[src/rtl/core/pfp_pkg.sv]
`timescale 1ns / 1ps

package pfp_pkg;

    // Fixed field widths
    localparam int COORD_BITS    = 16;
    localparam int CFG_W         = 12;
    localparam int BALL_W        = 12;
    localparam int DELAY_W       = 9;
    localparam int FRACTION_BITS_DEF = 16;

    // Register reset values
    localparam logic [CFG_W-1:0] WIDTH_RESET  = 12'd150;
    localparam logic [CFG_W-1:0] HEIGHT_RESET = 12'd100;

    // Register indexes on the configuration port
    typedef enum logic {
        REG_WINDOW_WIDTH  = 1'b0,
        REG_WINDOW_HEIGHT = 1'b1
    } pfp_reg_t;

    // Geometry: signed width that holds every eye size and centre
    localparam int GEO_W = 14;

    // Exact reciprocals for 12-bit dividends: floor(x * R >> 16) == x / d
    localparam int RECIP_SHIFT = 16;
    localparam logic [12:0] RECIP15 = 13'd4370;
    localparam logic [12:0] RECIP20 = 13'd3277;
    localparam logic [13:0] RECIP5  = 14'd13108;

    // At or beyond a magnitude of 2**FAR_SHIFT the pointer is far and the deltas are halved
    localparam int FAR_SHIFT = 17;
    localparam int NEAR_W    = 17;
    localparam int SQRT_STEPS = 31;

    typedef struct packed {
        logic signed [COORD_BITS-1:0] pointer_x;
        logic signed [COORD_BITS-1:0] pointer_y;
    } pfp_in_t;

    typedef struct packed {
        logic                         moved;
        logic signed [COORD_BITS-1:0] left_pupil_x;
        logic signed [COORD_BITS-1:0] left_pupil_y;
        logic signed [COORD_BITS-1:0] right_pupil_x;
        logic signed [COORD_BITS-1:0] right_pupil_y;
        logic [BALL_W-1:0]            ball_size;
        logic [DELAY_W-1:0]           next_delay_ms;
    } pfp_out_t;

    typedef struct packed {
        logic capture;
        logic geo0;
        logic geo1;
        logic geo2;
        logic geo3;
        logic eye_load;
        logic far_step;
        logic mul1;
        logic mul2;
        logic sum;
        logic store_ptr;
        logic store_ctr;
        logic norm_step;
        logic sqrt_load;
        logic sqrt_step;
        logic div_load;
        logic div_step;
        logic store_off;
        logic out_load;
        logic eye;
    } pfp_cmd_t;

    typedef struct packed {
        logic far;
        logic hit;
        logic degenerate;
        logic norm_more;
    } pfp_sts_t;

    typedef enum logic [4:0] {
        ST_IDLE,
        ST_GEO0,
        ST_GEO1,
        ST_GEO2,
        ST_GEO3,
        ST_EYE,
        ST_FAR,
        ST_MUL1,
        ST_MUL2,
        ST_SUM,
        ST_DECIDE,
        ST_NORM,
        ST_SQRT,
        ST_DIVLOAD,
        ST_DIV,
        ST_OFF,
        ST_OUT
    } pfp_state_t;

    // Poll backoff in milliseconds
    function automatic logic [DELAY_W-1:0] delay_ms(input logic [1:0] idx);
        logic [DELAY_W-1:0] d;
        unique case (idx)
            2'd0:    d = 9'd50;
            2'd1:    d = 9'd100;
            2'd2:    d = 9'd200;
            default: d = 9'd400;
        endcase
        return d;
    endfunction

    // Halve, rounding toward zero
    function automatic logic signed [GEO_W-1:0] half_tz(input logic signed [GEO_W-1:0] v);
        logic signed [GEO_W-1:0] t;
        t = v + $signed({{(GEO_W-1){1'b0}}, v[GEO_W-1]});
        return t >>> 1;
    endfunction

endpackage

[src/rtl/core/pfp_ctrl.sv]
`timescale 1ns / 1ps

module pfp_ctrl
    import pfp_pkg::*;
#(
    parameter int FRACTION_BITS = FRACTION_BITS_DEF
) (
    input  logic     clk,
    input  logic     rst_n,
    input  logic     in_valid,
    output logic     in_ready,
    output logic     out_valid,
    input  logic     out_ready,
    input  pfp_sts_t sts,
    output pfp_cmd_t cmd
);

    localparam int DIV_STEPS = FRACTION_BITS + 13;
    localparam int MAX_STEPS = (DIV_STEPS > SQRT_STEPS) ? DIV_STEPS : SQRT_STEPS;
    localparam int CNT_W     = $clog2(MAX_STEPS);

    pfp_state_t       state_reg, state_next;
    logic [CNT_W-1:0] cnt_reg, cnt_next;
    logic             eye_reg, eye_next;
    logic             out_valid_reg, out_valid_next;
    logic             out_free;

    assign out_free  = !out_valid_reg || out_ready;
    assign in_ready  = (state_reg == ST_IDLE);
    assign out_valid = out_valid_reg;

    always_ff @(posedge clk or negedge rst_n)
    begin
        if (!rst_n)
        begin
            state_reg     <= ST_IDLE;
            cnt_reg       <= '0;
            eye_reg       <= 1'b0;
            out_valid_reg <= 1'b0;
        end
        else
        begin
            state_reg     <= state_next;
            cnt_reg       <= cnt_next;
            eye_reg       <= eye_next;
            out_valid_reg <= out_valid_next;
        end
    end

    // Next state
    always_comb
    begin
        state_next     = state_reg;
        cnt_next       = cnt_reg;
        eye_next       = eye_reg;
        out_valid_next = out_valid_reg && !out_ready;
        unique case (state_reg)
            ST_IDLE:    if (in_valid) state_next = ST_GEO0;
            ST_GEO0:    state_next = ST_GEO1;
            ST_GEO1:    state_next = ST_GEO2;
            ST_GEO2:    state_next = ST_GEO3;
            ST_GEO3:
            begin
                state_next = ST_EYE;
                eye_next   = 1'b0;
            end
            ST_EYE:     state_next = ST_FAR;
            ST_FAR:     if (!sts.far) state_next = ST_MUL1;
            ST_MUL1:    state_next = ST_MUL2;
            ST_MUL2:    state_next = ST_SUM;
            ST_SUM:     state_next = ST_DECIDE;
            ST_DECIDE:
            begin
                if (sts.hit || sts.degenerate)
                begin
                    state_next = eye_reg ? ST_OUT : ST_EYE;
                    eye_next   = 1'b1;
                end
                else
                begin
                    state_next = ST_NORM;
                end
            end
            ST_NORM:
            begin
                if (!sts.norm_more)
                begin
                    state_next = ST_SQRT;
                    cnt_next   = '0;
                end
            end
            ST_SQRT:
            begin
                if (cnt_reg == CNT_W'(SQRT_STEPS - 1))
                    state_next = ST_DIVLOAD;
                else
                    cnt_next = cnt_reg + 1'b1;
            end
            ST_DIVLOAD:
            begin
                state_next = ST_DIV;
                cnt_next   = '0;
            end
            ST_DIV:
            begin
                if (cnt_reg == CNT_W'(DIV_STEPS - 1))
                    state_next = ST_OFF;
                else
                    cnt_next = cnt_reg + 1'b1;
            end
            ST_OFF:
            begin
                state_next = eye_reg ? ST_OUT : ST_EYE;
                eye_next   = 1'b1;
            end
            ST_OUT:
            begin
                if (out_free)
                begin
                    state_next     = ST_IDLE;
                    out_valid_next = 1'b1;
                end
            end
            default:    state_next = ST_IDLE;
        endcase
    end

    // Commands
    always_comb
    begin
        cmd     = '0;
        cmd.eye = eye_reg;
        unique case (state_reg)
            ST_IDLE:    cmd.capture   = in_valid;
            ST_GEO0:    cmd.geo0      = 1'b1;
            ST_GEO1:    cmd.geo1      = 1'b1;
            ST_GEO2:    cmd.geo2      = 1'b1;
            ST_GEO3:    cmd.geo3      = 1'b1;
            ST_EYE:     cmd.eye_load  = 1'b1;
            ST_FAR:     cmd.far_step  = sts.far;
            ST_MUL1:    cmd.mul1      = 1'b1;
            ST_MUL2:    cmd.mul2      = 1'b1;
            ST_SUM:     cmd.sum       = 1'b1;
            ST_DECIDE:
            begin
                cmd.store_ptr = sts.hit;
                cmd.store_ctr = !sts.hit && sts.degenerate;
            end
            ST_NORM:
            begin
                cmd.norm_step = sts.norm_more;
                cmd.sqrt_load = !sts.norm_more;
            end
            ST_SQRT:    cmd.sqrt_step = 1'b1;
            ST_DIVLOAD: cmd.div_load  = 1'b1;
            ST_DIV:     cmd.div_step  = 1'b1;
            ST_OFF:     cmd.store_off = 1'b1;
            ST_OUT:     cmd.out_load  = out_free;
            default:    cmd = '0;
        endcase
    end

endmodule

[config.mk]
export PLATFORM = sky130hd
export DESIGN_NAME = pfp_ctrl
export DESIGN_NICKNAME = d
export VERILOG_FILES = /design/src/rtl/core/pfp_pkg.sv /design/src/rtl/core/pfp_ctrl.sv
export SDC_FILE = /design/constraint.sdc
export NUM_CORES = 1
export LEC_CHECK = 0
export BUFFER_PORTS_ARGS = -buffer_cell sky130_fd_sc_hd__buf_2
export CORE_ASPECT_RATIO = 1.75
export CORE_MARGIN = 3
export CORE_UTILIZATION = 40
export CTS_CLUSTER_DIAMETER = 80
export DETAILED_ROUTE_END_ITERATION = 16
export PLACE_DENSITY_LB_ADDON = 0.12
export SLEW_MARGIN = 20
export SYNTH_ARGS = -nofsm -noshare
export SYNTH_HDL_FRONTEND = slang
export SYNTH_SLANG_ARGS = --single-unit
[constraint.sdc]
create_clock -name clk -period 2.7 [get_ports clk]
set_clock_uncertainty 0.15 [all_clocks]
set_input_delay 0 -clock clk [delete_from_list [all_inputs] [get_ports clk]]
set_output_delay 0 -clock clk [all_outputs]
set_load 0.03 [all_outputs]
---- After elaboration in Yosys (flattened, before gate mapping) ----
Cells that the tools add are included.
word-level totals
  flip-flop bits (word level) ............. 12
  bits of input ports ..................... 8
  word-level logic and storage cells ...... 82
operators by class
  add/sub/neg operators ................... 1
  equality and inequality tests ........... 27
  mux-type cells .......................... 35
  reduce and logical (&&, ||, !) cells .... 15
operator list
  operator                                                         count
  5-bit case mux with 17 select lines                              1
  5-bit two-way mux                                                11
  5-bit by 4-bit == test with 1-bit output, second input constant  8
  5-bit by 3-bit == test with 1-bit output, second input constant  4
  5-bit case mux with 4 select lines                               1
  1-bit two-way mux                                                19
  2-bit inequality test, second input constant                     9
  17-bit OR reduction                                              1
  5-bit == test, second input constant                             3
  5-bit by 2-bit == test with 1-bit output, second input constant  2
  6-bit AND reduction                                              1
  5-bit by 1-bit adder with 5-bit output, second input constant    1
  5-bit by 1-bit == test with 1-bit output, second input constant  1
  5-bit logical NOT                                                1
  1-bit logical NOT                                                4
  2-bit two-way mux                                                2
  4-bit AND reduction                                              1
  4-bit nonzero test                                               1
  1-bit case mux with 3 select lines                               1
  3-bit nonzero test                                               1
  1-bit logical AND                                                2
  1-bit logical OR                                                 2
  2-bit AND reduction                                              1

---- Depth between registers and ports, before layout ----
Gate-level depths: netlist of run 1.
  depth in word-level cells ............... 4
  mapped depth ............................ 7

---- Worst setup path after synthesis of run 1 ----
OpenSTA, ideal clock, no wires.
  kind .................................... reg-to-reg
  from .................................... register state_reg[4]
  to ...................................... register state_reg[2]
  data arrival time ....................... 2.051 ns
  data required time ...................... 2.425 ns
  setup slack ............................. 0.374 ns
  stages on the path, launching flop included .. 6
  buffers on the path ..................... 0
  period minus slack after synthesis ...... 2.326 ns
  cells stage by stage .................... dfrtp_1 nand3b_4 nor3_1 a22o_1 a2111o_1 mux2_4
on the way
  longest elaborated chain between the ends .. 3
  elaborated cells on any way between the ends .. 25
RTL lines
  item                                                              line            RTL
  start, declared                                                   pfp_ctrl.sv:22  pfp_state_t state_reg, state_next;
  start signal, assigned                                            pfp_ctrl.sv:43  state_reg <= state_next;
  5-bit by 4-bit == test with 1-bit output (tied with other cells)  pfp_ctrl.sv:57  unique case (state_reg)
  2-bit inequality test (no line)                                   -
  6-bit AND reduction (no line)                                     -
Several ways; a longest one is shown, not always the timed one.
A chain may end at the register's enable or synchronous reset.

---- Worst setup path after layout of run 1 ----
  from .................................... register state_reg[4]
  to ...................................... register state_reg[0]
The elaborated chain is that of the path after synthesis.

==> run_results.csv, run 1 <==
group,metric,value,unit
run_status,status,"complete, no violations",
floorplan,die_h,69.2,µm
timing,slew_violations,0,
critical_path,r2r_end,"state_reg[0]",
timing,min_period,2.26,ns
power,power_frac_seq,0.316,
timing,timing.final.crit_share,0.836,
clocking,max-clock-path-buffers,2,
yosys,synth_compound_area_frac,0.175,
floorplan,core_area,0.00215,mm²
floorplan,die_area,0.00292,mm²
power,p_switching,615,µW
floorplan,die_x,42.1,µm
critical_path,rrSetupSlack,0.44,ns
grt,grt_use_total,0.180,
yosys,seq_area_frac_synth,0.329,
final_layout,mostFrequentLayoutCells,"29 x buf_2, 19 x nor2_1, 12 x dfrtp_1",
yosys,syn_area_per_cell,7.87,µm²
critical_path,crit_cells,5,
floorplan,rows,22,
critical_path,crit_type,"reg2reg",
critical_path,critPathLaunch,"state_reg[4]",
final_layout,diodes,0,
critical_path,cp.arrival,2.27,ns
timing,slew-limit-headroom,0.616,
clocking,cts_buffers,3,
power,p_comb_frac,0.562,
drt,drt-initial-drc-count,22,
clocking,post_cts_buffers,0,
yosys,synthSimpleGateAreaFrac,0.352,
critical_path,worstSetupEndpoint,"state_reg[0]",
clocking,cts_sinks,12,
yosys,yosys_warnings,0,
drt,dr.pass1.iters,4,
place,placed_cells,163,
yosys,netlist_instances,116,
power,switching_share,0.517,
clocking,insertion_delay,0.27,ns
final_layout,final_area,0.00114,mm²
place,place_area,0.00106,mm²
critical_path,crit_slowest_cell,"dfrtp_1",
worst_hold_path,hp-class,"in2reg",
final_layout,fin_cells,171,
power,ir_drop,0.505,mV
yosys,dominantRegCellSynth,"dfrtp_1",
grt,grt_start_max_net_pins,18,
drt,antenna_left,0,
timing,finalHoldViolations,0,
power,power_frac_clock,0.122,
grt,grt_overflow,0,
final_layout,multi_input_area,562,µm²
critical_path,path_cells,"nand3b_4, nor3_1, a22o_1, a2111o_1, o31ai_1",
final_layout,final_common_cell,"buf_2",
critical_path,critPathTopFamily,"compound AO/OA/AOI/OAI gates",
floorplan,initial_utilization,0.425,
yosys,synth-seq-cells,12,
critical_path,slowest_delay,0.60,ns
clocking,cts_root_buffer,"clkbuf_4",
timing,clock.fmax,443,MHz
timing,worstMarginPinSlew,0.571,ns
final_layout,syn2layout_area_growth,24.8,%
timing,grt_setup_unrepaired,"false",
drt,drcViolationCount,0,
grt,grt_pass1_vias,961,
power,p_int,574,µW
clocking,cts.reportedPaths.clkPinSlew,0.08,ns
drt,drt_wl_total,2510,µm
clocking,htree_levels,1,
drt,wl_per_cell,14.7,µm
place,place_congestion,0.856,
final_layout,fillerInstances,205,
drt,routed-via-count,955,
yosys,yosysTopAreaCell,"dfrtp_1",
final_layout,fin_nets,159,
critical_path,reg2reg_from,"state_reg[4]",
yosys,ys_top_cells_by_area,"dfrtp_1 33%, nor2_1 7.8%, ha_1 4.1%, a22o_1 3.8%, nand2_1 3.7%",
yosys,async_reset_ff_frac,1.00,
timing,finalSetupViolCount,0,
critical_path,cp.required,2.71,ns
yosys,synth_cell_types,36,
power,p_leak,0.583,nW
place,dp_hpwl,1930,µm
run,max-cap-violations,0,
floorplan,io_pins,30,
yosys,yosys.area_share.xor_xnor,0.0192,
critical_path,startpoint_type,"flip-flop",
critical_path,cp-end-kind,"flip-flop",
final_layout,layout-drive-gt1-share,0.245,
grt,grt_pass1_wl,4240,µm
critical_path,path_max_fanout,14,
yosys,synth_top_family_by_area,"simple AND/OR/NAND/NOR gates",
yosys,syn_nets,127,
yosys,synth.top_cell.area_share,0.329,
power,power_density,1040,mW/mm²
timing,fin_tns_setup,0,ns
grt,antenna_found_initial,0,
yosys,synth_fa_ha_area_frac,0.0411,
yosys,synth-edff-count,0,
critical_path,worstRegToRegCells,5,
drt,vias_per_cell,5.58,
clocking,cts_tree,"built",
place,portBuffers,29,
critical_path,worst-path-buf-inv,0,
final_layout,seq_area,300,µm²
yosys,synth_mux_area_frac,0.0274,
yosys,syn_area,913,µm²
synthesized netlist by cell type (2+ instances only):
cell and number:
a31oi_1 2, dfrtp_1 12, o21ai_0 4, buf_2 2
or3_1 2, a21oi_1 5, nand4_1 4, o21ai_1 2
nor3b_1 2, nor2_1 19, clkbuf_1 4, o31ai_1 2
nand3_1 3, nand2b_1 5, nor4_1 2, nor3_1 6
nor2b_1 2, xnor2_1 2, and3_1 2, a22o_1 4
ha_1 3, inv_1 5, nand2_1 9
layout make-up:
type,count,area share
Clock buffer,4,0.0318
Inverter,5,0.0165
Multi-Input combinational cell,92,0.493
Sequential cell,12,0.263
Tap cell,24,0.0263
Timing Repair Buffer,34,0.169
tightest hold or removal path, cell delays in order:
cell and delay, ns:
buf_2 0.11, o21ai_0 0.09, a21oi_1 0.14, nor4_1 0.06
repair_timing:
| item | CTS | global route |
|---|---|---|
| hold endpoints to repair | 15 | 0 |
| resized for setup | 0 | 0 |
| hold buffers | 4 | 0 |
power by group through the flow:
stage,sequential (mW),clock (mW),combinational (mW)
2_1_floorplan,0.289,0,0.580
3_3_place_gp,0.372,0,0.666
3_5_place_dp,0.377,0,0.663
4_1_cts,0.374,0.147,0.673
5_1_grt,0.394,0.159,0.729
6_report,0.376,0.145,0.668
worst min path at each step:
stage,start,endpoint,slack [ns],cells after the start
floorplan,rst_n,cnt_reg[0],-0.45,0
global placement,rst_n,eye_reg,-0.26,1
detailed placement,rst_n,eye_reg,-0.25,1
CTS,sts[1],state_reg[3],0.006,4
global route,sts[1],eye_reg,0.06,5
finish,sts[1],state_reg[3],0.009,4
routing by layer:
layer / global-route usage / wire [µm] / vias to the layer above
met1: 0.196 / 1000 / 448
li1: - / - / 472
met5: 0 / 0 / -
met4: 0.0934 / 65 / 0
met2: 0.322 / 1310 / 29
met3: 0.0312 / 135 / 6
through the flow:
step	total power, mW	utilization	hold WS (ns)	worst slack, ns
2_1_floorplan	0.869	-	-0.446	0.374
3_3_place_gp	1.04	0.495	-0.256	0.548
3_5_place_dp	1.04	0.495	-0.253	0.498
4_1_cts	1.19	0.531	0.00589	0.437
5_1_grt	1.28	0.531	0.0600	0.315
6_report	1.19	0.531	0.00924	0.443
kinds of logic after synthesis:
kind of cell	Yosys count
compound gates	24
xor+xnor	2
fa+ha+maj	3
buf+inv	12
flops	12
mux	2
simple gates	61
Note: power is estimated with default switching activity, not from simulation.
==> run 2: changes to the inputs <==
ABC_AREA = 1   (was unset)
clock period = 1.8 ns   (was 2.7 ns; I/O delays follow)
==> run 2 against run 1 <==
  * Final area grew 14%
  * Via count grew 25%
  * Power rose by 55%
  * Worst hold slack gained 0.016 ns
  * Cell count is 32% higher
  * Synthesized cell count rose by 41%
  * First-iteration DRC count increased by 23%
  * Flip-flop and latch count stayed put
  * Sequential power up 26%
  * Sequential share of layout area down 3.2 points
  * Core utilization grew 2.1 points
  * Critical path type is now reg2out
  * Largest power group unchanged
==> run_results.csv, run 2 <==
group,metric,value,unit
worst_hold_path,hp-class,"in2async",
drt,drt_wl_total,3060,µm
power,power_frac_clock,0.131,
final_layout,mostFrequentLayoutCells,"42 x nand2_1, 27 x buf_2, 25 x inv_1",
final_layout,final_common_cell,"nand2_1",
floorplan,die_x,44.4,µm
yosys,async_reset_ff_frac,1.00,
yosys,dominantRegCellSynth,"dfrtp_1",
drt,dr.pass1.iters,4,
clocking,cts.reportedPaths.clkPinSlew,0.05,ns
grt,grt_pass1_wl,5140,µm
place,dp_hpwl,2550,µm
critical_path,cp-end-kind,"output port",
power,p_int,847,µW
power,p_leak,0.753,nW
critical_path,cp.arrival,1.56,ns
floorplan,die_h,73.1,µm
place,place_congestion,0.966,
critical_path,crit_type,"reg2out",
critical_path,reg2reg_from,"state_reg[0]",
floorplan,core_area,0.00236,mm²
power,p_switching,995,µW
critical_path,cp.required,1.65,ns
timing,grt_setup_unrepaired,"true",
final_layout,layout-drive-gt1-share,0.280,
yosys,synth_common_cells,"42 x nand2_1, 25 x inv_1, 25 x nor2_1",
clocking,cts_tree,"built",
yosys,synth.top_cell.area_share,0.292,
drt,drt-initial-drc-count,27,
yosys,synth_cell_types,24,
timing,slew_violations,0,
power,p_comb_frac,0.611,
yosys,yosysTopAreaCell,"dfrtp_1",
power,ir_drop,0.672,mV
clocking,cts_sinks,12,
clocking,htree_levels,1,
timing,fin_ws,0.0899,ns
yosys,ys_top_cells_by_area,"dfrtp_1 29%, nand2_1 15%, inv_1 9.1%, nor2_1 9.1%, nand3_1 5.8%",
place,portBuffers,29,
timing,min_period,1.71,ns
final_layout,syn2layout_area_growth,26.5,%
power,power_density,1410,mW/mm²
yosys,netlist_instances,163,
critical_path,path_max_fanout,5,
drt,routed-via-count,1194,
timing,worstMarginPinSlew,0.291,ns
run_status,status,"complete, no violations",
drt,wl_per_cell,13.6,µm
drt,vias_per_cell,5.31,
yosys,synth-seq-cells,12,
run,max-cap-violations,0,
yosys,yosysMostFrequentCell,"nand2_1",
yosys,yosys_warnings,0,
drt,antenna_left,0,
clocking,max-clock-path-buffers,2,
grt,grt_use_total,0.214,
timing,fin_tns_setup,0,ns
drt,drcViolationCount,0,
yosys,syn_area_per_cell,6.32,µm²
timing,timing.final.crit_share,0.950,
yosys,seq_area_frac_synth,0.292,
timing,slew-limit-headroom,0.806,
grt,antenna_found_initial,0,
clocking,insertion_delay,0.24,ns
final_layout,diodes,0,
timing,finalHoldViolations,0,
clocking,cts_buffers,3,
yosys,synth-edff-count,0,
power,switching_share,0.540,
floorplan,initial_utilization,0.436,
timing,clock.fmax,585,MHz
grt,grt_pass1_vias,1193,
grt,grt_overflow,0,
clocking,cts_root_buffer,"clkbuf_8",
power,power,1.84,mW
yosys,syn_area,0.00103,mm²
place,pre_cts_ws,0.0916,ns
grt,grt_start_max_net_pins,13,
floorplan,io_pins,30,
yosys,syn_nets,174,
power,power_frac_seq,0.258,
final_layout,fin_nets,213,
floorplan,die_area,0.00324,mm²
floorplan,rows,23,
critical_path,startpoint_type,"flip-flop",
timing,finalSetupViolCount,0,
critical_path,critPathLaunch,"state_reg[0]",
[run 2: metal layers]
metal  wire (µm)  global-route usage
met1        1090               0.216
met2        1630               0.385
met3         135              0.0222
met5           0                   0
met4         201               0.158
[run 2: kinds of logic (layout without fill, tap and decap cells)]
kind of cell             Yosys count  after routing  share of synthesized area
AO/OA/AOI/OAI                     14             14                     0.0814
flip-flops                        12             12                      0.292
adder cells (fa/ha/maj)            3              3                     0.0365
AND/OR/NAND/NOR                  104            104                      0.469
XOR/XNOR                           1              1                    0.00851
buffers and inverters             29             66                      0.113
[run 2: worst paths after layout]
path                                end  slack [ns]  depth (start not counted)
max reg2reg                     eye_reg        0.11                          6
min in group clk           state_reg[3]        0.05                          4
min reg2reg                  cnt_reg[0]        0.36                          1
max in group asynchronous  state_reg[2]        1.23                          2
max                              cmd[8]        0.09                          8
min                          cnt_reg[4]        0.03                          2
[run 2: what timing repair did]
| item | in CTS | in global routing |
|---|---|---|
| setup buffers | 0 | 2 |
| hold endpoints to repair | 14 | 1 |
| hold buffers | 2 | 1 |
| setup endpoints to repair | 0 | 14 |
| gates resized for setup | 0 | 5 |
[run 2: power groups by stage]
| stage | Combinational, mW | Sequential (mW) | Clock (mW) |
|---|---|---|---|
| after CTS | 1.09 | 0.470 | 0.251 |
| final | 1.13 | 0.475 | 0.242 |
| after floorplan | 0.844 | 0.431 | 0 |
| after global placement | 1.07 | 0.471 | 0 |
| after global routing | 1.26 | 0.489 | 0.264 |
| after detailed placement | 1.07 | 0.475 | 0 |
[run 2: layout make-up]
class | instances | area, µm²
clock buffers | 3 | 41.3
fillers | 258 | 1060
inverters | 28 | 105
repair buffers | 35 | 203
multi-input cells | 122 | 621
flip-flops and latches | 12 | 302
well taps | 25 | 31.3
[run 2: metrics by stage]
stage                     instance area, µm²  hold slack [ns]   util  instances
after floorplan                         1030           -0.446      -        163
after global placement                  1200           -0.254  0.510        217
after detailed placement                1200           -0.253  0.510        217
after CTS                               1260           0.0244  0.536        222
after global routing                    1300           0.0470  0.552        225
final                                   1300           0.0257  0.552        225
[run 2: worst max-delay path, stage by stage, from the launching register on]
cell,delay (ns)
dfrtp_1,0.43
inv_2,0.10
nand2_1,0.11
inv_1,0.09
nand2_1,0.09
nor2_2,0.12
inv_1,0.07
nor3_1,0.13
buf_4,0.18
